$ cat config.mk
export PLATFORM = sky130hd
export DESIGN_NAME = slms_ram
export DESIGN_NICKNAME = d
export VERILOG_FILES = /design/src/slms_ram.sv
export SDC_FILE = /design/constraint.sdc
export NUM_CORES = 1
export LEC_CHECK = 0
export ABC_AREA = 1
export BUFFER_PORTS_ARGS = -buffer_cell sky130_fd_sc_hd__clkbuf_2
export CELL_PAD_IN_SITES_DETAIL_PLACEMENT = 1
export CELL_PAD_IN_SITES_GLOBAL_PLACEMENT = 1
export CORE_MARGIN = 2
export CORE_UTILIZATION = 52
export CTS_CLUSTER_DIAMETER = 50
export CTS_CLUSTER_SIZE = 14
export DETAILED_ROUTE_END_ITERATION = 8
export GPL_TIMING_DRIVEN = 1
export PLACE_DENSITY = 0.82
export RECOVER_POWER = 50
export SLEW_MARGIN = 20
export SYNTH_ARGS = -nofsm -noshare
export SYNTH_HDL_FRONTEND = slang
export SYNTH_SLANG_ARGS = --single-unit
$ cat constraint.sdc
create_clock -name clock -period 3.65 [get_ports clock]
set_input_delay 0.1825 -clock clock [delete_from_list [all_inputs] [get_ports clock]]
set_output_delay 0.1825 -clock clock [all_outputs]
set_load 0.005 [all_outputs]
$ cat src/slms_ram.sv
// generic single write port ram with registered read
`default_nettype none

module slms_ram #(
   parameter int WIDTH = 16,
   parameter int DEPTH = 64
) (
   input  wire logic                      clock,
   input  wire logic                      we,
   input  wire logic [$clog2(DEPTH)-1:0]  waddr,
   input  wire logic [WIDTH-1:0]          wdata,
   input  wire logic                      re,
   input  wire logic [$clog2(DEPTH)-1:0]  raddr,
   output      logic [WIDTH-1:0]          rdata
);

   logic [WIDTH-1:0] mem_ff [DEPTH];
   logic [WIDTH-1:0] rdata_ff;

   always_ff @(posedge clock) begin
      if (we) begin
         mem_ff[waddr] <= wdata;
      end
      if (re) begin
         rdata_ff <= mem_ff[raddr];
      end
   end

   assign rdata = rdata_ff;

endmodule

`default_nettype wire

Word-level counts from Yosys, hierarchy flattened
Memory sizes are Yosys's and may differ from the RTL's. A register that Yosys moved wholly into a read port is not among the register bits.
Cells that the tools add are included.
{"block": "op_classes", "n_mux": 2}
{"cell": "two-way mux 1 bit", "n": 2}
{"block": "word_totals", "wordCells": 3, "mem_bits_rw": 1024, "in_bits": 31, "memories": 1, "output_inout_bits": 16, "regBits": 0}
{"name": "mem_ff", "depth": 64, "width": 16, "read_ports": 1, "rd_clocked_by_memory_dff": 1, "write_ports": 1, "line": "17", "rtl": "logic [WIDTH-1:0] mem_ff [DEPTH];"}

Logic depth before layout (Yosys ltp)
{"block": "logic_depth", "word_depth": 2, "ltp_mapped": 12, "mapped_depth_nobuf": 9}

Worst setup path before layout
OpenSTA, ideal clock, no wires.
{"block": "synth_timing", "kind": "input-to-reg", "from": "input port we", "to": "memory mem_ff[48][0], enable pin", "n_path_buf": 1, "path_slack_ps": 913, "setup_time_ps": 431, "path_stages": 3, "t_arrival_ps": 2306, "required_time_ps": 3219, "cell_sequence": "clkbuf_1 nand4_1 nor4_1"}
{"block": "synth_between", "elab_chain_len": 2}
{"element": "start, declared", "line": "9", "rtl": "input wire logic we,"}
{"element": "two-way mux 1 bit", "line": "21", "rtl": "if (we) begin"}
{"element": "two-way mux 1 bit (not written as such)", "line": "22", "rtl": "mem_ff[waddr] <= wdata;"}
{"element": "end, declared", "line": "17"}
Every way passes these cells.

Final worst setup path
{"block": "layout_timing", "from": "input port wdata[1]", "to": "memory mem_ff[37][1] (data pin)"}
{"element": "start, declared", "line": "11", "rtl": "input wire logic [WIDTH-1:0] wdata,"}
Straight into the memory's write port.

==> impl_summary.txt <==
----------------------------------------------------
[Status]
  Status ... finished, violations left
  Violated checks ... capacitance limit, slew limit

[Floorplan]
  Die area ... 83560 um2
  Die H ... about 290 um
  IO Pins ... 47
  Total number of placement rows ... roughly 100
  Core Region ... 80550 um2
  Starting utilization of the core area ... between 50 and 60%
  Die extent in x ... 289.1 um

[Synth]
  Synthesized net count ... 3548
  Sequential share of the synthesized area ... 73.90%
  Count of yosys warnings during synthesis ... 0
  Area of the mapped netlist ... 42260 um2
  Seq cells post-synth ... 1040
  Distinct cell type count after synthesis ... 15
  Syn avg cell area ... 12.02 um2
  Synthesized instance count ... 3517

[Power and ir drop]
  Maximum resistive drop on vdd ... between 0.0004 and 0.0005 V
  Power density over the cells ... 550.8 nW/um2
  Lkg Pwr ... 16.84 nW

[Clock tree]
  CTS hold repair buffers ... 0
  CTS max path bufs ... 3
  TritonCTS clock tree ... done
  Clock-pin slew reported for the worst setup and hold paths after clock tree synthesis ... 60 ps
  Clock H-tree levels ... 3
  TritonCTS buffer count ... 103
  Total number of clock tree sinks ... around 1000
  CTS resizes ... 0
  Root Buffer Master ... sky130_fd_sc_hd__clkbuf_16
  Worst-skew pair later-pin latency ... 680 ps
  Buffers inserted during post-CTS setup optimization ... 0

[Worst setup path]
  CP Class ... input pin to flip-flop
  Critical path depth ... 2
  Maximum fanout count along the critical path ... 41
  Buffer and inverter count on the worst path ... 2
  Top Family by Delay on Critical Path ... buffers and inverters
  Timing endpoint of the critical path ... mem_ff[37][1]$_DFFE_PP_
  Most repeated library cell on the critical path ... sky130_fd_sc_hd__clkbuf_1
  Critical-path cell with the highest stage delay ... sky130_fd_sc_hd__clkbuf_1
  Worst Reg-to-Reg Cells ... 8
  Type of destination of the critical path ... flip-flop
  FF-to-FF setup slack ... 1800 ps
  Highest cell delay on the worst timing path ... 1880 ps
  Critical register-to-register path endpoint ... rdata[2]$_DFFE_PP_
  Required time worst endpoint ... between 3000 and 4000 ps
  Critical path arrival ... 3190 ps
  Cell Chain, Critical Path ... clkbuf_1 -> clkbuf_1
  Setup crit start kind ... input pin
  Reg2Reg Launch Point ... mem_ff[3][2]$_DFFE_PP_
  Worst setup path startpoint ... wdata[1]

[STA]
  Max Slew Vio Count ... 760
  Measured slew at the worst slew-check pin ... approximately 3300 ps
  Worst-case headroom to the max-slew limit ... -117.9%
  Final critical-path share of the clock period ... ~80%
  Clock period minus final worst setup slack ... 2924 ps
  Hold violation count in the final report ... 0
  Unrepaired setup endpoints after global routing ... no
  Layout Skew ... 30.13 ps
  Final setup vio count ... 0
  Maximum achievable frequency ... roughly 0.34 GHz
  Sum of negative setup slack ... 0 ps

[Global routing]
  Pin count of the biggest net entering global routing ... 160
  Vias in the first global route ... 31420
  Total global-route track usage ... 32.18%
  Global-route wire length before repair ... slightly below 200 mm
  Gr ovfl total ... 0
  Number of antenna violations at the first check in global routing ... 5

[Routing]
  Detailed-route wire length ... between 100 and 150 mm
  Count of nets left with antenna violations after detail routing ... 0
  Via count ... 29493
  Post-detailed-route via-to-cell ratio ... 6.283
  Post-detailed-route DRC marker count ... 0
  Length of the first detailed-routing pass in iterations ... 5
  Starting DRC count in detailed routing ... ~3400
  Detailed-route wire length per cell ... 28.29 um

[Place]
  Weighted congestion at the end of routability-driven global placement ... 0.8309
  Hpwl dp ... around 75 mm
  Port bufs ... 46

[Finish]
  Filler cells ... around 8000
  Number of nets in the final layout ... 3591
  Share of cells above drive strength 1 ... 8.597%
  Layout Area Growth over Synthesis ... 11.00%
  Final core utilization ... between 50% and 60%

[Job]
  Maximum capacitance violations ... 21

[Worst hold path]
  Worst hold path class ... input pin to flip-flop

----------------------------------------------------
==> area by class of cell <==
class | instances | area [um2] | share of cell area (%)
sequential | 1040 | 31230 | 66.58
multi-input combinational | 2240 | 9598 | 20.46
clock buffer | 116 | 2733 | 5.826
tap | 1060 | 1326 | 2.827
timing repair buffer | 163 | 1239 | 2.641
clock inverter | 58 | 698.2 | 1.488
inverter | 12 | 71.32 | 0.1520
antenna | 5 | 12.51 | 0.02667
==> synthesized netlist by cell type <==
library cell,instances,area share [%]
sky130_fd_sc_hd__buf_1,17,0.15
sky130_fd_sc_hd__nand4_1,9,0.13
sky130_fd_sc_hd__clkbuf_1,26,0.23
sky130_fd_sc_hd__edfxtp_1,1040,74
sky130_fd_sc_hd__buf_2,113,1.3
sky130_fd_sc_hd__inv_2,2,0.018
sky130_fd_sc_hd__nor4_1,8,0.12
sky130_fd_sc_hd__nand3_1,871,10
sky130_fd_sc_hd__buf_6,49,1.3
sky130_fd_sc_hd__buf_8,1,0.036
sky130_fd_sc_hd__buf_4,19,0.34
sky130_fd_sc_hd__inv_1,9,0.080
sky130_fd_sc_hd__inv_8,1,0.027
sky130_fd_sc_hd__nand2_1,1296,12
sky130_fd_sc_hd__nor2_1,56,0.50
==> state kept, by name (all words and copies together), names as in the netlist <==
| signal | cells |
|---|---|
| rdata | 16 |
| mem_ff | 1024 |
==> where the power goes <==
group | switching (W) | leakage [nW] | internal [W]
combinational | 0.00127 | 5.80 | 0.000359
sequential | 0.0000419 | 9.37 | 0.0133
clock | 0.00466 | 1.66 | 0.00625
total | 0.00597 | 16.8 | 0.0199
==> layout by cell type (no fill, tap or decap) <==
cell                         count
sky130_fd_sc_hd__nand2_1      1296
sky130_fd_sc_hd__edfxtp_1     1040
sky130_fd_sc_hd__nand3_1       871
sky130_fd_sc_hd__clkbuf_16     108
sky130_fd_sc_hd__buf_4          91
sky130_fd_sc_hd__nor2_1         48
sky130_fd_sc_hd__clkbuf_1       36
sky130_fd_sc_hd__clkbuf_2       28
sky130_fd_sc_hd__buf_12         14
sky130_fd_sc_hd__bufinv_16      12
sky130_fd_sc_hd__clkinv_2       12
sky130_fd_sc_hd__inv_6          11
sky130_fd_sc_hd__nand4_1         9
sky130_fd_sc_hd__inv_1           8
sky130_fd_sc_hd__nor2_2          8
sky130_fd_sc_hd__clkinvlp_4      8
sky130_fd_sc_hd__clkinv_1        7
sky130_fd_sc_hd__nor4_2          6
sky130_fd_sc_hd__diode_2         5
sky130_fd_sc_hd__clkinv_4        4
sky130_fd_sc_hd__clkinv_8        3
sky130_fd_sc_hd__nor4_1          2
sky130_fd_sc_hd__inv_8           2
sky130_fd_sc_hd__buf_8           2
sky130_fd_sc_hd__inv_16          1
sky130_fd_sc_hd__inv_4           1
sky130_fd_sc_hd__inv_2           1
==> stage by stage <==
stage	power (W)	hold WS [ps]	setup WS, ps	cells	instance area, um2
after floorplan	0.01441	281.4	913.4	3517	42260
after global placement	0.01503	592.9	912.6	4515	43540
after detailed placement	0.01512	591.7	879.9	4515	43540
after CTS	0.02588	77.74	1497	4689	46980
after global routing	0.02639	153.6	693.4	4689	46900
final	0.02584	151.7	725.7	4694	46910
==> worst reg2reg max path: cells and delay by family, from the launching register on <==
family | cells | cell delay, ps
simple gates | 8 | 1200
flops | 1 | 380
==> how the worst min path moves through the flow <==
stage,startpoint,endpoint,slack [ps],depth (start not counted)
after floorplan,wdata[0],mem_ff[0][0]$_DFFE_PP_,280,0
after global placement,rdata[10]$_DFFE_PP_,rdata[10],590,1
after detailed placement,rdata[15]$_DFFE_PP_,rdata[15],590,1
after CTS,waddr[0],mem_ff[54][11]$_DFFE_PP_,80,2
after global routing,waddr[0],mem_ff[54][11]$_DFFE_PP_,150,2
final,waddr[0],mem_ff[54][11]$_DFFE_PP_,150,2
==> cell families after synthesis <==
group	Yosys count	share of synthesized area (%)
flops	1040	73.90
simple gates	2240	22.58
buf+inv	237	3.523
==> layer usage <==
| layer | part of all wire (%) | global-route usage, % | up-vias |
|---|---|---|---|
| met3 | 9.4 | 5.732 | 381 |
| met4 | 4.8 | 15.50 | 6 |
| met2 | 49 | 52.89 | 1643 |
| met1 | 37 | 41.71 | 14985 |
| li1 | - | - | 12478 |
| met5 | 0.037 | 0 | - |
(Power assumes the default switching activity.)
