===== src/slms_pkg.sv =====
// shared types and constants for the scrolling led matrix scanner
`default_nettype none

package slms_pkg;

   localparam int GLYPH_SIZE  = 16;
   localparam int MAX_CHARS   = 16;
   localparam int PANEL_CHARS = 3;
   localparam int NUM_BANKS   = 4;
   localparam int BANK_DEPTH  = (MAX_CHARS / NUM_BANKS) * GLYPH_SIZE;
   localparam int BANK_ADDR_W = 6;
   localparam int CFG_IDX_W   = 8;
   localparam int CFG_DATA_W  = 8;

   localparam logic                  FUNC_WRITE = 1'b0;
   localparam logic                  FUNC_TICK  = 1'b1;
   localparam logic [CFG_IDX_W-1:0]  CFG_MSG_LEN = 8'd0;
   localparam logic [CFG_IDX_W-1:0]  CFG_FRAMES  = 8'd1;

   localparam logic [4:0]  MSG_LEN_RESET = 5'd9;
   localparam logic [7:0]  FRAMES_RESET  = 8'd12;
   localparam logic [4:0]  MSG_LEN_MIN   = 5'd3;
   localparam logic [4:0]  MSG_LEN_MAX   = 5'd16;
   localparam logic [15:0] ROW_TOP       = 16'h8000;

   typedef logic [3:0]  row_type;
   typedef logic [3:0]  char_type;
   typedef logic [15:0] glyph_type;
   typedef logic [7:0]  scroll_type;

   typedef struct packed {
      row_type                row;
      scroll_type             scroll;
      logic [1:0]             base_lo;
      logic [NUM_BANKS-1:0]   char_ok;
   } stage_type;

endpackage

`default_nettype wire


===== src/slms_if.sv =====
// item channel interfaces for glyph writes and ticks, scan results and register writes
`default_nettype none

interface slms_req_if;
   logic                 valid;
   logic                 ready;
   logic                 func;
   slms_pkg::char_type   glyph_char;
   slms_pkg::row_type    glyph_row;
   slms_pkg::glyph_type  glyph_bits;
   modport source (output valid, func, glyph_char, glyph_row, glyph_bits, input ready);
   modport sink   (input valid, func, glyph_char, glyph_row, glyph_bits, output ready);
endinterface


interface slms_csr_if;
   logic                                valid;
   logic                                ready;
   logic [slms_pkg::CFG_IDX_W-1:0]      index;
   logic [slms_pkg::CFG_DATA_W-1:0]     data;
   modport source (output valid, index, data, input ready);
   modport sink   (input valid, index, data, output ready);
endinterface

`default_nettype wire


===== src/slms_scan_ctrl.sv =====
// registers, scan counters, glyph valid bits and bank write and read addressing
`default_nettype none

module slms_scan_ctrl (
   input  wire logic                                               clock,
   input  wire logic                                               reset,
   slms_req_if.sink                                                req,
   slms_csr_if.sink                                                csr,
   input  wire logic                                               take,
   output      logic [slms_pkg::NUM_BANKS-1:0]                     ram_we,
   output      logic [slms_pkg::BANK_ADDR_W-1:0]                   ram_waddr,
   output      slms_pkg::glyph_type                                ram_wdata,
   output      logic [slms_pkg::NUM_BANKS-1:0]                     ram_re,
   output      logic [slms_pkg::NUM_BANKS-1:0][slms_pkg::BANK_ADDR_W-1:0] ram_raddr,
   output      slms_pkg::stage_type                                stage,
   output      logic                                               stage_valid
);

   localparam int NUM_OK = slms_pkg::NUM_BANKS;

   logic [4:0]             msg_len_ff, msg_len_in;
   logic [7:0]             frames_ff, frames_in;
   slms_pkg::row_type      row_ff, row_in;
   logic [7:0]             frame_ff, frame_in;
   slms_pkg::scroll_type   scroll_ff, scroll_in;
   logic [255:0]           valid_ff, valid_in;
   logic                   stage_valid_ff, stage_valid_in;
   slms_pkg::stage_type    stage_ff, stage_in;

   logic                   accept, tick, wr;
   logic [4:0]             eff_len;
   logic [7:0]             fps;
   logic [7:0]             limit;
   logic [8:0]             frame_inc, scroll_inc;
   logic [3:0]             base;
   logic [NUM_OK-1:0]      ok;

   assign req.ready = !stage_valid_ff || take;
   assign csr.ready = 1'b1;
   assign accept    = req.valid && req.ready;
   assign tick      = accept && (req.func == slms_pkg::FUNC_TICK);
   assign wr        = accept && (req.func == slms_pkg::FUNC_WRITE);
   assign base      = scroll_ff[7:4];

   // clamped register values
   always_comb begin
      eff_len = msg_len_ff;
      if (msg_len_ff < slms_pkg::MSG_LEN_MIN) begin
         eff_len = slms_pkg::MSG_LEN_MIN;
      end else if (msg_len_ff > slms_pkg::MSG_LEN_MAX) begin
         eff_len = slms_pkg::MSG_LEN_MAX;
      end
      fps   = (frames_ff == 8'd0) ? 8'd1 : frames_ff;
      limit = {eff_len[3:0] - 4'd2, 4'd0};
      if (eff_len == slms_pkg::MSG_LEN_MAX) begin
         limit = 8'd224;
      end
   end

   // write side
   always_comb begin
      for (int k = 0; k < slms_pkg::NUM_BANKS; k++) begin
         ram_we[k] = wr && (req.glyph_char[1:0] == 2'(k));
      end
   end
   assign ram_waddr = {req.glyph_char[3:2], req.glyph_row};
   assign ram_wdata = req.glyph_bits;

   // each bank holds every fourth character; one read per bank covers the panel
   always_comb begin
      logic [1:0] off;
      logic [4:0] ch;
      for (int k = 0; k < slms_pkg::NUM_BANKS; k++) begin
         off          = 2'(k) - base[1:0];
         ch           = {1'b0, base} + {3'b000, off};
         ram_raddr[k] = {ch[3:2], row_ff};
         ok[k]        = (ch < eff_len) && valid_ff[{ch[3:0], row_ff}];
      end
   end
   assign ram_re = {slms_pkg::NUM_BANKS{tick}};

   // registers, counters, glyph valid bits and the stage register
   always_comb begin
      msg_len_in = msg_len_ff;
      frames_in  = frames_ff;
      if (csr.valid && (csr.index == slms_pkg::CFG_MSG_LEN)) begin
         msg_len_in = csr.data[4:0];
      end
      if (csr.valid && (csr.index == slms_pkg::CFG_FRAMES)) begin
         frames_in = csr.data;
      end

      frame_inc  = {1'b0, frame_ff} + 9'd1;
      scroll_inc = {1'b0, scroll_ff} + 9'd1;
      row_in     = row_ff;
      frame_in   = frame_ff;
      scroll_in  = scroll_ff;
      if (tick) begin
         row_in = row_ff + 4'd1;
         if (row_ff == 4'd15) begin
            if (frame_inc >= {1'b0, fps}) begin
               frame_in  = 8'd0;
               scroll_in = (scroll_inc >= {1'b0, limit}) ? 8'd0 : scroll_inc[7:0];
            end else begin
               frame_in = frame_inc[7:0];
            end
         end
      end

      valid_in = valid_ff;
      if (wr) begin
         valid_in[{req.glyph_char, req.glyph_row}] = 1'b1;
      end

      stage_valid_in = tick || (stage_valid_ff && !take);
      stage_in       = stage_ff;
      if (tick) begin
         stage_in.row     = row_ff;
         stage_in.scroll  = scroll_ff;
         stage_in.base_lo = base[1:0];
         stage_in.char_ok = ok;
      end
   end

   always_ff @(posedge clock) begin
      if (reset) begin
         msg_len_ff     <= slms_pkg::MSG_LEN_RESET;
         frames_ff      <= slms_pkg::FRAMES_RESET;
         row_ff         <= '0;
         frame_ff       <= '0;
         scroll_ff      <= '0;
         valid_ff       <= '0;
         stage_valid_ff <= 1'b0;
      end else begin
         msg_len_ff     <= msg_len_in;
         frames_ff      <= frames_in;
         row_ff         <= row_in;
         frame_ff       <= frame_in;
         scroll_ff      <= scroll_in;
         valid_ff       <= valid_in;
         stage_valid_ff <= stage_valid_in;
      end
      stage_ff <= stage_in;
   end

   assign stage       = stage_ff;
   assign stage_valid = stage_valid_ff;

endmodule

`default_nettype wire


===== src/flat_wrapper.sv =====
// flat-port wrapper written by rule: the top's interface ports become plain ports
module slms_scan_ctrl_flat 
  (clock, reset, take, ram_we, ram_waddr, ram_wdata, ram_re, ram_raddr, stage, stage_valid, req_valid, req_func, req_glyph_char, req_glyph_row, req_glyph_bits, req_ready, csr_valid, csr_index, csr_data, csr_ready);
  slms_req_if req_i ();
  slms_csr_if csr_i ();
  input  wire logic clock;
  input  wire logic reset;
  input  wire logic take;
  output      logic [slms_pkg::NUM_BANKS-1:0] ram_we;
  output      logic [slms_pkg::BANK_ADDR_W-1:0] ram_waddr;
  output      slms_pkg::glyph_type ram_wdata;
  output      logic [slms_pkg::NUM_BANKS-1:0] ram_re;
  output      logic [slms_pkg::NUM_BANKS-1:0][slms_pkg::BANK_ADDR_W-1:0] ram_raddr;
  output      slms_pkg::stage_type stage;
  output      logic stage_valid;
  input wire logic [$bits(req_i.valid)-1:0] req_valid;
  input wire logic [$bits(req_i.func)-1:0] req_func;
  input wire logic [$bits(req_i.glyph_char)-1:0] req_glyph_char;
  input wire logic [$bits(req_i.glyph_row)-1:0] req_glyph_row;
  input wire logic [$bits(req_i.glyph_bits)-1:0] req_glyph_bits;
  output wire logic [$bits(req_i.ready)-1:0] req_ready;
  input wire logic [$bits(csr_i.valid)-1:0] csr_valid;
  input wire logic [$bits(csr_i.index)-1:0] csr_index;
  input wire logic [$bits(csr_i.data)-1:0] csr_data;
  output wire logic [$bits(csr_i.ready)-1:0] csr_ready;
  assign req_i.valid = req_valid;
  assign req_i.func = req_func;
  assign req_i.glyph_char = req_glyph_char;
  assign req_i.glyph_row = req_glyph_row;
  assign req_i.glyph_bits = req_glyph_bits;
  assign req_ready = req_i.ready;
  assign csr_i.valid = csr_valid;
  assign csr_i.index = csr_index;
  assign csr_i.data = csr_data;
  assign csr_ready = csr_i.ready;
  slms_scan_ctrl u_core (.clock(clock), .reset(reset), .req(req_i), .csr(csr_i), .take(take), .ram_we(ram_we), .ram_waddr(ram_waddr), .ram_wdata(ram_wdata), .ram_re(ram_re), .ram_raddr(ram_raddr), .stage(stage), .stage_valid(stage_valid));
endmodule

===== config.mk =====
export PLATFORM = sky130hd
export DESIGN_NAME = slms_scan_ctrl_flat
export DESIGN_NICKNAME = d
export VERILOG_FILES = /design/src/slms_pkg.sv /design/src/slms_if.sv /design/src/slms_scan_ctrl.sv /design/src/flat_wrapper.sv
export SDC_FILE = /design/constraint.sdc
export NUM_CORES = 1
export LEC_CHECK = 0
export BUFFER_PORTS_ARGS = -buffer_cell sky130_fd_sc_hd__buf_2
export CAP_MARGIN = 20
export CORE_ASPECT_RATIO = 0.9
export CORE_UTILIZATION = 32
export CTS_CLUSTER_SIZE = 24
export DETAILED_ROUTE_END_ITERATION = 7
export GPL_TIMING_DRIVEN = 0
export SKIP_LAST_GASP = 1
export SYNTH_ARGS = -nofsm -noshare
export SYNTH_HDL_FRONTEND = slang
export SYNTH_SLANG_ARGS = --single-unit

===== constraint.sdc =====
create_clock -name clock -period 2.9 [get_ports clock]
set_input_delay 0.87 -clock clock [delete_from_list [all_inputs] [get_ports clock]]
set_output_delay 0.87 -clock clock [all_outputs]
set_load 0.05 [all_outputs]

======== After elaboration in Yosys (flattened, before gate mapping) ========
Cells that the tools add are included.
word-level totals
  flip-flop bits (word level) ............. 308
  input port bits ......................... 46
cells by class
  $add $sub $neg .......................... 12
  $lt $le $gt $ge ......................... 14
  eq/ne operators ......................... 6
  mux-type cells .......................... 16
  bitwise gates (word level) .............. 2
  reductions and logical operators ........ 24
operator list
  cell                 number
  $or 256x256->256     1
  $lt 8x9->1 const B   5
  $bmux 1 s8           4
  $mux 8               4
  $add 4x2->5          4
  $lt 5x5->1           4
  $add 8x1->9 const B  2
  $ge 9x8->1           2
  $logic_not 8->1      2
  $logic_and 1x1->1    15
  $mux 5               2
  $demux 1 s8          1
  $eq 8x1->1 const B   1
  $ge 8x1->1 const B   1
  $eq 5x5->1 const B   1
  $gt 5x5->1 const B   1
  $lt 5x2->1 const B   1
  $mux 1               5
  $add 4x1->4 const B  1
  $eq 2x2->1 const B   2
  $eq 4x4->1 const B   1
  $sub 1x2->2 const A  2
  $sub 2x2->2 const A  2
  $sub 4x2->4 const B  1
  7 further kinds      9

======== Longest topological paths before layout ========
  word-level depth ........................ 7
  mapped depth ............................ 11
  depth with buffers taken out ............ 11

======== Least setup slack after synthesis ========
Ideal clock, no wire load.
  path kind ............................... input to output
  start point ............................. in take
  end point ............................... out ram_we[0] (netlist name)
  arrival time ............................ 2782 ps
  required time ........................... 2030 ps
  setup slack ............................. -752 ps
  cell stages on the path ................. 4
  cell sequence ........................... nand2b_1 -> nand3b_1 -> clkbuf_1 -> nor3_1
on the way
  longest elaborated chain between the ends .. 4
ends and longest elaborated chain
  item                line                  source
  start: declaration  flat_wrapper.sv:8     input wire logic take;
  $logic_or 1x1->1    slms_scan_ctrl.sv:38  assign req.ready = !stage_valid_ff || take;
  $logic_and 1x1->1   slms_scan_ctrl.sv:40  assign accept = req.valid && req.ready;
  $logic_and 1x1->1   slms_scan_ctrl.sv:42  assign wr = accept && (req.func == slms_pkg::FUNC_WRITE);
  $logic_and 1x1->1   slms_scan_ctrl.sv:63  ram_we[k] = wr && (req.glyph_char[1:0] == 2'(k));
  end: declaration    flat_wrapper.sv:9     output logic [slms_pkg::NUM_BANKS-1:0] ram_we;
Every way passes these cells.

======== Final worst setup path ========
  start point ............................. in take
  end point ............................... reg u_core.valid_ff[233]
on the way
  longest elaborated chain between the ends .. 3
ends and longest elaborated chain
  item                    line                   source
  $logic_or 1x1->1        slms_scan_ctrl.sv:38
  $logic_and 1x1->1       slms_scan_ctrl.sv:40
  $logic_and 1x1->1       slms_scan_ctrl.sv:42
  end signal: assignment  slms_scan_ctrl.sv:140  valid_ff <= valid_in;
  end: declaration        slms_scan_ctrl.sv:26   logic [255:0] valid_ff, valid_in;
Every way passes these cells.
A chain may end at the register's enable or synchronous reset.

==> results.md <==
* Netlist cell types at 59
* Net Sw Power at 2210 µW
* CP max FO at 10
* Worst vdd ir at 0.382 mV
* Core ar. at roughly 41000 µm²
* Port Buffers at 101
* PD cells at 576 nW/µm²
* Critical path's slowest cell: nor2_1
* Met3 Use GR at 2.35%
* Most frequent cell after synthesis: nor2_1
* 1st-iter DRT viols at 968
* Part of the cycle the worst path needs at 102%
* Tot GR Track Use at 18.6%
* Comb pwr share at 6.7%
* Worst Setup EP: u_core.valid_ff[233]
* Max-slew violations at 0
* Sw Share at 24.0%
* Worst reg2reg path depth at 7
* Height of the die at 195 µm
* Cts hold-fix bufs at 0
* TritonRoute pass-1 iters at 7
* Synth warn at 0
* Failing checks: setup timing
* GP Congestion at 0.827
* Synth Register Bits at 306
* Crit-path cells: buf_2 -> nand2b_2 -> nand3b_1 -> buf_4 -> clkbuf_4 -> or3b_1 -> nor2_1 -> buf_2 -> a21oi_1 -> nor2_1
* Crit. End Element: flop
* Final hold vios at 0
* Synth Area per Inst at 9.66 µm²
* Finished Layout Cells at 2082
* DP Wirelength at around 27000 µm
* Synth top area share at 43.9%
* Critical Path RT at between 3 and 4 ns
* Largest net degree at the start of global routing at 13
* Transition time of the tightest slew-check pin at 1.05 ns
* Diode count at 0
* Clk buf depth at 3
* Worst Setup SP: take
* Outcome: complete, but fails checks
* Lkg Pwr at 0.00612 µW
* Pre-CTS WS at -0.918 ns
* Crit Path Class: input port to flop
* Final design utilization at 39.3%
* Inst Count DP at between 2000 and 2500
* Reg-to-Reg Start: u_core.row_ff[0]
* Mapped Nets at 1450
* Worst-skew pair later-pin latency at 0.53 ns
* Internal power at 6990 µW
* Met2 usage at 30.1%
* Die width at 216 µm
* Die Area at 42100 µm²
* Final nets at 1601
* Commonest cells post-synth: nor2_1 (315), dfxtp_1 (290), a21oi_1 (265)
* Synth top area cells: dfxtp_1 (44%), mux4_2 (12%), a21oi_1 (10%)
* FMAX at 338 MHz
* DRT antenna net count at 0
* GRT Residual Overflow at 0
* DR vias at approximately 11000
* Total clock sinks at 306
* Max-Slew Margin vs Limit at 29.2%
* Vias per cell at 5.21
* Core Rows at 70
* Reg2reg setup slack at 0.08 ns
* Area Growth Syn to Fin at 20.8%
* Max stage delay on crit path at 0.65 ns
* Layout cells sized above 1 at between 20% and 30%
* Initial antenna violation count at 0
* Routed length per placed instance at 19.0 µm
* Vias in the first global route at ~10000
* H-Tree Level Count at 2
* Worst Skew at 0.0236 ns
* R2R Path End: u_core.stage[1]
* Max-capacitance violation count at 0
* Startpoint Class: input port
* GR Layer Usage met1 at 25.6%
* Ys async rst share at 0%
* Critical Path AT at 3.40 ns
* Worst setup margin at -0.0566 ns
* Count of final setup violators at 4
* CTS Buf Count at 35
* Clk root buf: clkbuf_16
* Main synth FF type: dfxtp_1
* Sequential-to-total area share from yosys stat at 47.5%
* Setup TNS at -0.0960 ns
* Clock Pin Slew Worst Setup and Hold Paths at 0.05 ns
* CTS tree: done
* Routed wire length at 39600 µm
* Wire length of the first global-routing pass at about 60000 µm
* EDFF count, synth at 16
* Global route hottest layer: met2
* Fin crit period at 2.96 ns
* RSZ-0062 raised after global routing: true
* Flop pwr share at 46.3%
* I/O pin cnt at 121
* Hold Crit Class: flop to flop
* Hold slack at approximately 0.44 ns
* Synth Instances at approximately 1400
* Synth Cell Area at 13200 µm²
* FILL cells at 3991
* Cell accounting for the most synthesized area: dfxtp_1
* Initial Util at 32.5%
* DRC Markers at 0
* Clk pwr share at a little under half
-- power by group through the flow --
stage          logic, µW  registers, µW  clock network (µW)
4_1_cts              620           4260                4380
3_5_place_dp         603           4360                   0
3_3_place_gp         598           4360                   0
2_1_floorplan        374           4400                   0
6_report             621           4260                4320
5_1_grt              653           4260                4540
-- flip-flops by register name, summed over array words and instances, names as in the netlist --
register            count
u_core.valid_ff       256
u_core.stage           16
u_core.frame_ff         8
u_core.frames_ff        8
u_core.scroll_ff        8
u_core.msg_len_ff       5
u_core.row_ff           4
u_core.stage_valid      1
-- repair_timing --
item / in CTS / in global routing
gates resized for setup: 59 / 24
buffers inserted: 7 / 8
pin swaps: 5 / 8
gates cloned: 1 / 0
endpoints found under the setup margin: 185 / 50
-- kinds of logic (layout without fill, tap and decap cells) --
logic type / Yosys count / after routing / share of synthesized area [%]
other cells: 1 / 1 / 0.0284
buf+inv: 147 / 320 / 5.67
simple gates: 432 / 432 / 14.1
compound gates: 322 / 322 / 13.1
flops: 306 / 306 / 47.5
mux: 99 / 99 / 14.4
fa+ha+maj: 35 / 35 / 3.31
xor+xnor: 27 / 27 / 1.79
-- area by class of cell --
cell class / count / area [µm²] / area share [%]
clock buffers: 50 / 1030 / 6.47
well taps: 540 / 676 / 4.23
plain buffers: 129 / 746 / 4.67
repair buffers: 117 / 642 / 4.02
inverters: 14 / 60.1 / 0.376
multi-input cells: 916 / 6420 / 40.2
clock inverters: 9 / 88.8 / 0.556
repair inverters: 1 / 5.00 / 0.0313
flip-flops and latches: 306 / 6300 / 39.5
-- worst max-delay path, delay by kind of cell --
family / cells / cell delay [ns]
simple gates: 5 / 1.44
buf+inv: 4 / 0.93
compound gates: 1 / 0.14
-- worst min path at each step --
stage                         from         endpoint  cells past startpoint
6_report       u_core.scroll_ff[3]  u_core.stage[9]                      0
3_3_place_gp   u_core.scroll_ff[3]  u_core.stage[9]                      0
4_1_cts        u_core.scroll_ff[2]  u_core.stage[8]                      0
5_1_grt        u_core.scroll_ff[3]  u_core.stage[9]                      0
3_5_place_dp   u_core.scroll_ff[2]  u_core.stage[8]                      0
2_1_floorplan  u_core.scroll_ff[2]  u_core.stage[8]                      0
-- metrics by stage --
step / area (µm²) / power, µW
6_report: 16000 / 9200
5_1_grt: 16000 / 9460
4_1_cts: 15800 / 9270
3_5_place_dp: 14500 / 4960
3_3_place_gp: 14500 / 4960
2_1_floorplan: 13300 / 4770
-- layout by cell type (no fill, tap or decap), types with 5 or more instances in the layout --
cell,count
xnor2_1,12
inv_1,10
nor2_2,6
buf_4,60
o21a_1,5
mux2i_1,22
clkbuf_16,36
clkbuf_8,8
edfxtp_1,16
clkbuf_4,7
mux4_2,73
nand2b_1,8
nor2_1,310
a21oi_1,265
ha_1,31
nand4_1,7
nor3b_1,5
or3_1,5
nand3_1,6
buf_6,9
nand2_1,22
dfxtp_2,5
dfxtp_1,282
clkbuf_1,60
o21ai_0,7
o22ai_1,16
nor2b_1,5
nor3_2,5
buf_2,106
xor2_1,9
clkbuf_2,10
nor3_1,21
-- routing by layer --
layer / vias up / part of all wire [%]
met5: - / 0
met4: 0 / 2.6
met3: 82 / 6.2
met2: 428 / 47
met1: 5262 / 44
li1: 5082 / -
No activity file was read; power rests on OpenSTA's default activity.
