<file path="config.mk">
export PLATFORM = sky130hd
export DESIGN_NAME = slms_pixel_merge_flat
export DESIGN_NICKNAME = d
export VERILOG_FILES = /design/src/slms_pkg.sv /design/src/slms_if.sv /design/src/slms_pixel_merge.sv /design/src/flat_wrapper.sv
export SDC_FILE = /design/constraint.sdc
export NUM_CORES = 1
export LEC_CHECK = 0
export ABC_AREA = 1
export CAP_MARGIN = 20
export CORE_MARGIN = 2
export CORE_UTILIZATION = 60
export DETAILED_ROUTE_END_ITERATION = 16
export DONT_BUFFER_PORTS = 1
export GPL_TIMING_DRIVEN = 0
export PLACE_DENSITY = 0.77
export SETUP_SLACK_MARGIN = 0.2
export SYNTH_ARGS = -nofsm -noshare
export SYNTH_HDL_FRONTEND = slang
export SYNTH_SLANG_ARGS = --single-unit
</file>
<file path="constraint.sdc">
create_clock -name clock -period 7.7 [get_ports clock]
set_input_delay 1.54 -clock clock [delete_from_list [all_inputs] [get_ports clock]]
set_output_delay 1.54 -clock clock [all_outputs]
set_load 0.005 [all_outputs]
</file>
<file path="src/slms_pkg.sv">
// shared types and constants for the scrolling led matrix scanner
`default_nettype none

package slms_pkg;

   localparam int GLYPH_SIZE  = 16;
   localparam int MAX_CHARS   = 16;
   localparam int PANEL_CHARS = 3;
   localparam int NUM_BANKS   = 4;
   localparam int BANK_DEPTH  = (MAX_CHARS / NUM_BANKS) * GLYPH_SIZE;
   localparam int BANK_ADDR_W = 6;
   localparam int CFG_IDX_W   = 8;
   localparam int CFG_DATA_W  = 8;

   localparam logic                  FUNC_WRITE = 1'b0;
   localparam logic                  FUNC_TICK  = 1'b1;
   localparam logic [CFG_IDX_W-1:0]  CFG_MSG_LEN = 8'd0;
   localparam logic [CFG_IDX_W-1:0]  CFG_FRAMES  = 8'd1;

   localparam logic [4:0]  MSG_LEN_RESET = 5'd9;
   localparam logic [7:0]  FRAMES_RESET  = 8'd12;
   localparam logic [4:0]  MSG_LEN_MIN   = 5'd3;
   localparam logic [4:0]  MSG_LEN_MAX   = 5'd16;
   localparam logic [15:0] ROW_TOP       = 16'h8000;

   typedef logic [3:0]  row_type;
   typedef logic [3:0]  char_type;
   typedef logic [15:0] glyph_type;
   typedef logic [7:0]  scroll_type;

   typedef struct packed {
      row_type                row;
      scroll_type             scroll;
      logic [1:0]             base_lo;
      logic [NUM_BANKS-1:0]   char_ok;
   } stage_type;

endpackage

`default_nettype wire

</file>
<file path="src/slms_if.sv">
// item channel interfaces for glyph writes and ticks, scan results and register writes
`default_nettype none


interface slms_rsp_if;
   logic                  valid;
   logic                  ready;
   slms_pkg::row_type     row_index;
   logic [15:0]           anode_drive_n;
   logic [47:0]           pixels;
   slms_pkg::scroll_type  scroll_column;
   modport source (output valid, row_index, anode_drive_n, pixels, scroll_column, input ready);
   modport sink   (input valid, row_index, anode_drive_n, pixels, scroll_column, output ready);
endinterface


`default_nettype wire

</file>
<file path="src/slms_pixel_merge.sv">
// funnel shifts of neighbouring glyph rows into the result register
`default_nettype none

module slms_pixel_merge (
   input  wire logic                                         clock,
   input  wire logic                                         reset,
   input  wire slms_pkg::stage_type                          stage,
   input  wire logic                                         stage_valid,
   input  wire logic [slms_pkg::NUM_BANKS-1:0][15:0]         rdata,
   output      logic                                         take,
   slms_rsp_if.source                                        rsp
);

   logic                   rsp_valid_ff, rsp_valid_in;
   slms_pkg::row_type      row_ff, row_in;
   logic [15:0]            anode_ff, anode_in;
   logic [47:0]            pixels_ff, pixels_in;
   slms_pkg::scroll_type   scroll_ff, scroll_in;
   logic                   load;
   logic [47:0]            pix;

   assign take = !rsp_valid_ff || rsp.ready;
   assign load = stage_valid && take;

   always_comb begin
      logic [1:0]  lb, rb;
      logic [15:0] left, right;
      logic [31:0] window;
      pix = '0;
      for (int p = 0; p < slms_pkg::PANEL_CHARS; p++) begin
         lb     = stage.base_lo + 2'(p);
         rb     = lb + 2'd1;
         left   = stage.char_ok[lb] ? rdata[lb] : 16'd0;
         right  = stage.char_ok[rb] ? rdata[rb] : 16'd0;
         window = {left, right} << stage.scroll[3:0];
         pix    = {pix[31:0], window[31:16]};
      end
   end

   always_comb begin
      rsp_valid_in = load || (rsp_valid_ff && !rsp.ready);
      row_in       = row_ff;
      anode_in     = anode_ff;
      pixels_in    = pixels_ff;
      scroll_in    = scroll_ff;
      if (load) begin
         row_in    = stage.row;
         anode_in  = ~(slms_pkg::ROW_TOP >> stage.row);
         pixels_in = pix;
         scroll_in = stage.scroll;
      end
   end

   always_ff @(posedge clock) begin
      if (reset) begin
         rsp_valid_ff <= 1'b0;
      end else begin
         rsp_valid_ff <= rsp_valid_in;
      end
      row_ff    <= row_in;
      anode_ff  <= anode_in;
      pixels_ff <= pixels_in;
      scroll_ff <= scroll_in;
   end

   assign rsp.valid         = rsp_valid_ff;
   assign rsp.row_index     = row_ff;
   assign rsp.anode_drive_n = anode_ff;
   assign rsp.pixels        = pixels_ff;
   assign rsp.scroll_column = scroll_ff;

endmodule

`default_nettype wire

</file>
<file path="src/flat_wrapper.sv">
// flat-port wrapper written by rule: the top's interface ports become plain ports
module slms_pixel_merge_flat 
  (clock, reset, stage, stage_valid, rdata, take, rsp_valid, rsp_row_index, rsp_anode_drive_n, rsp_pixels, rsp_scroll_column, rsp_ready);
  slms_rsp_if rsp_i ();
  input  wire logic clock;
  input  wire logic reset;
  input  wire slms_pkg::stage_type stage;
  input  wire logic stage_valid;
  input  wire logic [slms_pkg::NUM_BANKS-1:0][15:0] rdata;
  output      logic take;
  output wire logic [$bits(rsp_i.valid)-1:0] rsp_valid;
  output wire logic [$bits(rsp_i.row_index)-1:0] rsp_row_index;
  output wire logic [$bits(rsp_i.anode_drive_n)-1:0] rsp_anode_drive_n;
  output wire logic [$bits(rsp_i.pixels)-1:0] rsp_pixels;
  output wire logic [$bits(rsp_i.scroll_column)-1:0] rsp_scroll_column;
  input wire logic [$bits(rsp_i.ready)-1:0] rsp_ready;
  assign rsp_valid = rsp_i.valid;
  assign rsp_row_index = rsp_i.row_index;
  assign rsp_anode_drive_n = rsp_i.anode_drive_n;
  assign rsp_pixels = rsp_i.pixels;
  assign rsp_scroll_column = rsp_i.scroll_column;
  assign rsp_i.ready = rsp_ready;
  slms_pixel_merge u_core (.clock(clock), .reset(reset), .stage(stage), .stage_valid(stage_valid), .rdata(rdata), .take(take), .rsp(rsp_i));
endmodule
</file>
### Word level (Yosys, flattened, before mapping)

Cells that the tools add are included.
Widths: inputs -> output; s select.

| operators by class | value |
|---|---|
| $add $sub $neg | 4 |
| $mul | 0 |
| divide/modulo/power cells | 0 |
| order comparisons | 5 |
| equality and inequality tests | 0 |
| shift-type cells | 4 |
| mux-type cells | 25 |
| bitwise logic cells | 1 |
| reductions and logical operators | 6 |

Operator list:

| kind | count |
|---|---|
| $bmux 16 s2 | 5 |
| $mux 16 | 10 |
| $shl 32x4->32 | 3 |
| $not 16->16 | 1 |
| $shr 16x4->16 const A | 1 |
| $lt 2x3->1 const B | 5 |
| $bmux 1 s2 | 5 |
| $add 2x1->2 const B | 3 |
| $mux 1 | 5 |
| $add 2x2->2 const B | 1 |
| $logic_and 1x1->1 | 2 |
| $logic_not 1->1 | 2 |
| $logic_or 1x1->1 | 2 |

| storage, ports and cells | value |
|---|---|
| register bits after elaboration | 77 |
| latch bits | 0 |
| bits in writable memories | 0 |
| memory bits (read-only) | 0 |
| input port bits | 86 |
| word-level logic and storage cells | 50 |
| memories kept | 0 |

### Longest topological paths before layout

Gate-level depths: netlist (run 1).

| depth | value |
|---|---|
| depth in word-level cells | 6 |
| gate-level depth with buffers | 14 |

### Worst setup path before layout (run 1)

OpenSTA, ideal clock, no wires.

| path | value |
|---|---|
| kind | input to register |
| start | input stage_valid |
| end | register u_core.anode_ff[0], in the netlist u_core.rsp.anode_drive_n[0], enable pin |
| library setup time | 0.535 ns |
| arrival | 5.262 ns |
| required time | 7.165 ns |
| setup slack | 1.903 ns |
| stages | 2 |
| cells stage by stage | inv_1 -> a21oi_1 |

| on the way | value |
|---|---|
| longest elaborated chain between the ends | 1 |

RTL lines:

| what | line | text |
|---|---|---|
| start: declaration | flat_wrapper.sv:8 | `input wire logic stage_valid;` |
| $logic_and 1x1->1 | slms_pixel_merge.sv:23 | `assign load = stage_valid && take;` |
| via u_core.load | slms_pixel_merge.sv:19 | `logic load;` |
| end signal: assignment | slms_pixel_merge.sv:61 | `anode_ff <= anode_in;` |
| end: declaration | slms_pixel_merge.sv:16 | `logic [15:0] anode_ff, anode_in;` |

The timed path passes the listed nets, and every way through them passes these cells.
A chain may end at the register's enable or synchronous reset.

### Worst setup path in the final report (run 1)

| path | value |
|---|---|
| start | input rsp_ready |
| end | output take |

| on the way | value |
|---|---|
| longest elaborated chain between the ends | 1 |

RTL lines:

| what | line | text |
|---|---|---|
| start: declaration | flat_wrapper.sv:16 | `input wire logic [$bits(rsp_i.ready)-1:0] rsp_ready;` |
| $logic_or 1x1->1 | slms_pixel_merge.sv:22 | `assign take = !rsp_valid_ff \|\| rsp.ready;` |
| end: declaration | flat_wrapper.sv:10 | `output logic take;` |

No other way between the ends.

==> results of run 1 <==
report_power, final:
group / switching (mW) / internal [mW]
Combinational: 0.307 / 0.121
Clock: 0.180 / 0.257
Sequential: 0.0153 / 0.504
synth_stat cells (2+ instances only):
master,n,area share [%]
a21oi_1,2,0.14
buf_1,20,1.0
buf_2,18,1.2
buf_4,10,1.0
buf_6,10,1.5
clkbuf_1,32,1.6
edfxtp_1,76,31
inv_1,76,3.9
inv_2,2,0.10
nand2_1,535,28
nand2_2,3,0.26
nand3_1,405,28
nand4_1,18,1.5
flip-flops by register name (all words and copies together) (netlist names):
signal,count
u_core.rsp.anode_drive_n,16
u_core.rsp.pixels,48
u_core.rsp.row_index,4
u_core.rsp.scroll_column,8
u_core.rsp.valid,1
per-stage QoR:
stage                     instances  power [mW]  cell area (um^2)
after floorplan                1213      0.8187              7291
after detailed placement       1362      0.9339              7526
after global routing           1378       1.439              7833
after global placement         1360      0.9316              7475
final                          1378       1.383              7833
after CTS                      1378       1.365              7833
placed cells by master, fill, tap and decap left out, drive strengths merged:
cell / instances
a21oi: 2
clkinv: 2
clkbuf: 41
inv: 84
nand2: 539
bufinv: 1
buf: 61
nand3: 405
o21ai: 1
edfxtp: 76
dfxtp: 1
nand4: 18
worst paths after layout:
kind | start | endpoint | cells past startpoint
setup / recovery | rsp_ready | take | 2
hold / removal | u_core.rsp.valid$_SDFF_PP0_ | u_core.rsp.valid$_SDFF_PP0_ | 2
setup reg to reg | u_core.rsp.valid$_SDFF_PP0_ | u_core.rsp.pixels[8]$_DFFE_PP_ | 3
hold reg to reg | u_core.rsp.valid$_SDFF_PP0_ | u_core.rsp.valid$_SDFF_PP0_ | 2
per-layer routing:
metal	wire (um)	vias to the layer above	track usage, %
li1	-	4043	-
met1	10410	3833	55.32
met2	11120	685	59.92
met3	3688	106	11.96
met4	1564	0	21.30
met5	0	-	0
cells by family after synthesis:
family / count (synthesis) / synth area share [%]
AND/OR/NAND/NOR: 962 / 57.30
buffers and inverters: 171 / 10.91
flip-flops: 77 / 31.58
AO/OA/AOI/OAI: 3 / 0.2059
area by class of cell:
cell class / instances / area [um^2] / area share, %
plain buffers: 91 / 488.0 / 6.230
clock buffers: 9 / 225.2 / 2.875
clock inverters: 7 / 81.33 / 1.038
inverters: 80 / 307.8 / 3.930
multi-input cells: 965 / 4204 / 53.67
flip-flops and latches: 77 / 2302 / 29.39
well taps: 147 / 183.9 / 2.348
repair buffers: 2 / 40.04 / 0.5112
==> flow_summary_export.csv, run 1 <==
group,metric,value,unit
layout,drive_gt1_share,5.361,%
routing,detail_route.wl_per_cell,19.43,um
clock_tree,htree_levels,3,
timing,hold_ws,601.7,ps
clock_tree,cts_buffer_depth,2,
job,cap_violations,0,
global_routing,grt_pass1_vias,7493,
timing,hold_violations,0,
yosys,async_flop_share,0,%
layout,nFillCells,1132,
status,outcome,"completed",
global_routing,grtUsageTotal,41.09,%
yosys,netlist_instances,1213,
place,gp_congestion,1.059,
yosys,synthesis.area,0.007291,mm^2
floorplan,core_area,0.01191,mm^2
yosys,synth_edf_count,76,
global_routing,antenna_found_initial,0,
floorplan,die_h,114.2,um
clock_tree,cts-resized-gates,0,
routing,via_per_inst,6.290,
worst_setup_path,cp_top_family,"simple AND/OR/NAND/NOR gates",
worst_setup_path,critical_path_required,6160,ps
yosys,ys_warn_count,0,
clock_tree,post_cts_buffers,0,
clock_tree,clk_latency,340,ps
routing,first_iter_violations,1328,
routing,vias,8667,
worst_setup_path,cp_slowest_cell,"nand2_1",
worst_setup_path,cp.arrival,1730,ps
floorplan,dieArea,0.01305,mm^2
routing,antenna_left,0,
hold_path,hp-class,"flop to flop",
timing,fmax,0.3055,GHz
layout,postLayoutCoreUtil,65.76,%
floorplan,io_pins,164,
timing,tns,0,ps
timing,period_needed,3274,ps
clock_tree,root_buffer,"clkbuf_16",
yosys,ys_seq_area_share,31.58,%
worst_setup_path,start_kind,"input port",
clock_tree,path_clk_slew,60,ps
worst_setup_path,path_buf_inv,1,
yosys,synth.distinct_cells,19,
timing,finalClockSkew,10.03,ps
timing,max_slew_margin,53.07,%
yosys,synth_nets,1299,
global_routing,grt_max_degree,37,
place,portBuffers,0,
timing,rsz0062_at_grt,"false",
timing,setup_ws,4426,ps
timing,setup_violations,0,
yosys,synth_area_per_cell,6.011,um^2
routing,wl,26780,um
layout,area_delta_synth_final,7.431,%
place,dpl.hpwl,21170,um
timing,slew_viol_final,0,
place,post-place-ws,4306,ps
floorplan,die_w,114.2,um
worst_setup_path,crit_chain,"inv_1, nand2_1",
pwr,ir_drop,0.0001228,V
worst_setup_path,cp-end-kind,"primary output",
routing,first_pass_iters,7,
timing,worst_slew_pin_slew,704.0,ps
routing,drc_errors,0,
clock_tree,cts_inserted_buffers,9,
yosys,ys_seq_elements,77,
floorplan,initial_core_util,61.21,%
clock_tree,clock_sinks,77,
worst_setup_path,critPathMaxStageDelay,100,ps
layout,n_antenna_cell,0,
floorplan,rows,40,
worst_setup_path,worst-r2r-setup-slack,6120,ps
worst_setup_path,crit_fanout,2,
clock_tree,tritoncts,"built",
pwr,pwr_density_cell,176.6,mW/mm^2
layout,fin_nets,1312,
timing,post-route-period-util,42.52,%
pwr,power.leakage,3.998,nW
clock_tree,holdBufCountCts,0,
worst_setup_path,path_class,"input port to primary output",
global_routing,globalRoute.totalOverflow,0,
yosys,synthFlopType,"edfxtp_1",
global_routing,grt_first_pass_wirelength,40490,um
No activity file was read; power rests on OpenSTA's default activity.
==> run 2, diff against run 1 <==
--- a/config.mk
+++ b/config.mk
@@ -8,11 +8,11 @@
 export ABC_AREA = 1
 export CAP_MARGIN = 20
 export CORE_MARGIN = 2
-export CORE_UTILIZATION = 60
+export CORE_UTILIZATION = 59
 export DETAILED_ROUTE_END_ITERATION = 16
 export DONT_BUFFER_PORTS = 1
 export GPL_TIMING_DRIVEN = 0
-export PLACE_DENSITY = 0.77
+export PLACE_DENSITY = 0.79
 export SETUP_SLACK_MARGIN = 0.2
 export SYNTH_ARGS = -nofsm -noshare
 export SYNTH_HDL_FRONTEND = slang
==> constraint.sdc (replaced) <==
create_clock -name clock -period 2.7 [get_ports clock]
set_input_delay 0.54 -clock clock [delete_from_list [all_inputs] [get_ports clock]]
set_output_delay 0.54 -clock clock [all_outputs]
set_load 0.005 [all_outputs]
==> flow_summary_export.csv, run 2 (same netlist as run 1, synthesis figures left out) <==
group,metric,value,unit
timing,worst_slew_pin_slew,684.5,ps
timing,setup_violations,0,
timing,post-route-period-util,84.95,%
hold_path,hp-class,"input port to flop",
place,dpl.hpwl,21200,um
routing,wl,27070,um
pwr,power.leakage,3.996,nW
layout,nFillCells,1147,
clock_tree,cts_inserted_buffers,9,
timing,period_needed,2294,ps
global_routing,grt_first_pass_wirelength,41310,um
routing,via_per_inst,6.244,
layout,final_cell_mix,"nand2_1, nand3_1, inv_1, edfxtp_1, clkbuf_1",
clock_tree,cts_buffer_depth,2,
routing,detail_route.wl_per_cell,19.35,um
clock_tree,root_buffer,"clkbuf_16",
worst_setup_path,start_kind,"input port",
worst_setup_path,rr_worst_depth,3,
clock_tree,path_clk_slew,60,ps
global_routing,grt_max_degree,36,
pwr,pwr_density_cell,506.4,mW/mm^2
routing,first_iter_violations,1518,
job,cap_violations,0,
floorplan,die_w,115.2,um
timing,rsz0062_at_grt,"false",
floorplan,core_area,0.01206,mm^2
floorplan,die_h,115.2,um
clock_tree,clock_sinks,77,
clock_tree,tritoncts,"built",
floorplan,rows,40,
clock_tree,post_cts_buffers,0,
global_routing,globalRoute.totalOverflow,0,
worst_setup_path,path_class,"input port to flop",
clock_tree,holdBufCountCts,0,
floorplan,initial_core_util,60.45,%
routing,antenna_left,0,
worst_setup_path,critical_path_required,2910,ps
global_routing,grt_pass1_vias,7679,
timing,slew_viol_final,0,
layout,n_antenna_cell,0,
routing,drc_errors,0,
timing,hold_violations,0,
place,placed_area,0.007552,mm^2
worst_setup_path,cp-end-kind,"flop",
layout,area_delta_synth_final,7.946,%
layout,final_area,0.007870,mm^2
floorplan,dieArea,0.01326,mm^2
layout,largest_register_ffs,48,
timing,tns,0,ps
worst_setup_path,crit_fanout,10,
clock_tree,cts-resized-gates,0,
hold_path,hold_depth,1,
pwr,ir_drop,0.0003387,V
floorplan,io_pins,164,
clock_tree,clk_latency,350,ps
timing,max_slew_margin,54.36,%
timing,fmax,0.4360,GHz
routing,vias,8736,
worst_setup_path,cp.arrival,2500,ps
routing,first_pass_iters,7,
place,portBuffers,0,
layout,drive_gt1_share,5.199,%
layout,fin_nets,1312,
place,gp_congestion,1.068,
timing,finalClockSkew,10.90,ps
global_routing,grtUsageTotal,41.01,%
status,outcome,"completed",
layout,final_common_cell,"nand2_1",
global_routing,antenna_found_initial,0,
clock_tree,htree_levels,3,
## run 2: changes by cell type in the layout (fill, tap and decap cells not counted), sizes merged
cell,delta
clkbuf,+2
inv,-4
clkinvlp,+1
bufinv,+1
## run 2: final cells by class
type	instances	area, um^2	share of cell area (%)
buffer	91	488.0	6.200
clock buffer	11	232.7	2.957
clock inverter	5	85.08	1.081
inverter	80	307.8	3.911
multi-input combinational	965	4204	53.42
sequential	77	2302	29.25
tap	168	210.2	2.671
timing repair buffer	2	40.04	0.5087
## run 2: metrics by stage
stage               util (%)  power (mW)  setup WS, ps  std cells  hold WS (ps)
finish                 65.25       3.985         406.4       1399         250.2
global route           65.25       4.152         398.6       1399         253.1
CTS                    65.25       3.933         592.5       1399         249.3
detailed placement     62.61       2.665         247.6       1383         583.2
global placement       62.28       2.653         61.17       1381         581.1
floorplan                  -       2.330         383.7       1213         541.9
## run 2: worst paths after layout
path                            slack (ps)                               endpoint                   startpoint
worst max-delay path                   410         u_core.rsp.pixels[6]$_DFFE_PP_                     stage[5]
worst min register to register         590            u_core.rsp.valid$_SDFF_PP0_  u_core.rsp.valid$_SDFF_PP0_
worst min-delay path                   250            u_core.rsp.valid$_SDFF_PP0_                        reset
worst max register to register        1090  u_core.rsp.scroll_column[6]$_DFFE_PP_  u_core.rsp.valid$_SDFF_PP0_
## run 2: critical path, stage by stage
cell and delay (ps):
buf_6 130, inv_4 120, clkbuf_1 460, nand3_1 220, nand2_1 190, nand3_1 120, nand3_1 120, nand3_1 120
nand2_1 260, nand2_1 120, nand2_1 100
## run 2: report_power, final
part	switching (mW)	total (mW)	internal, mW	leakage, nW
clock network	0.464	1.28	0.812	0.150
registers	0.0464	1.48	1.44	0.729
logic	0.881	1.23	0.344	3.12
total	1.39	3.99	2.59	4.00
## run 2: per-layer routing
metal  global-route usage [%]  wire length, um  part of all wire [%]
met5                        0                0                     0
met4                    16.06             1288                   4.8
met3                    11.97             4070                    15
met2                    59.88            11210                    41
met1                    57.32            10500                    39
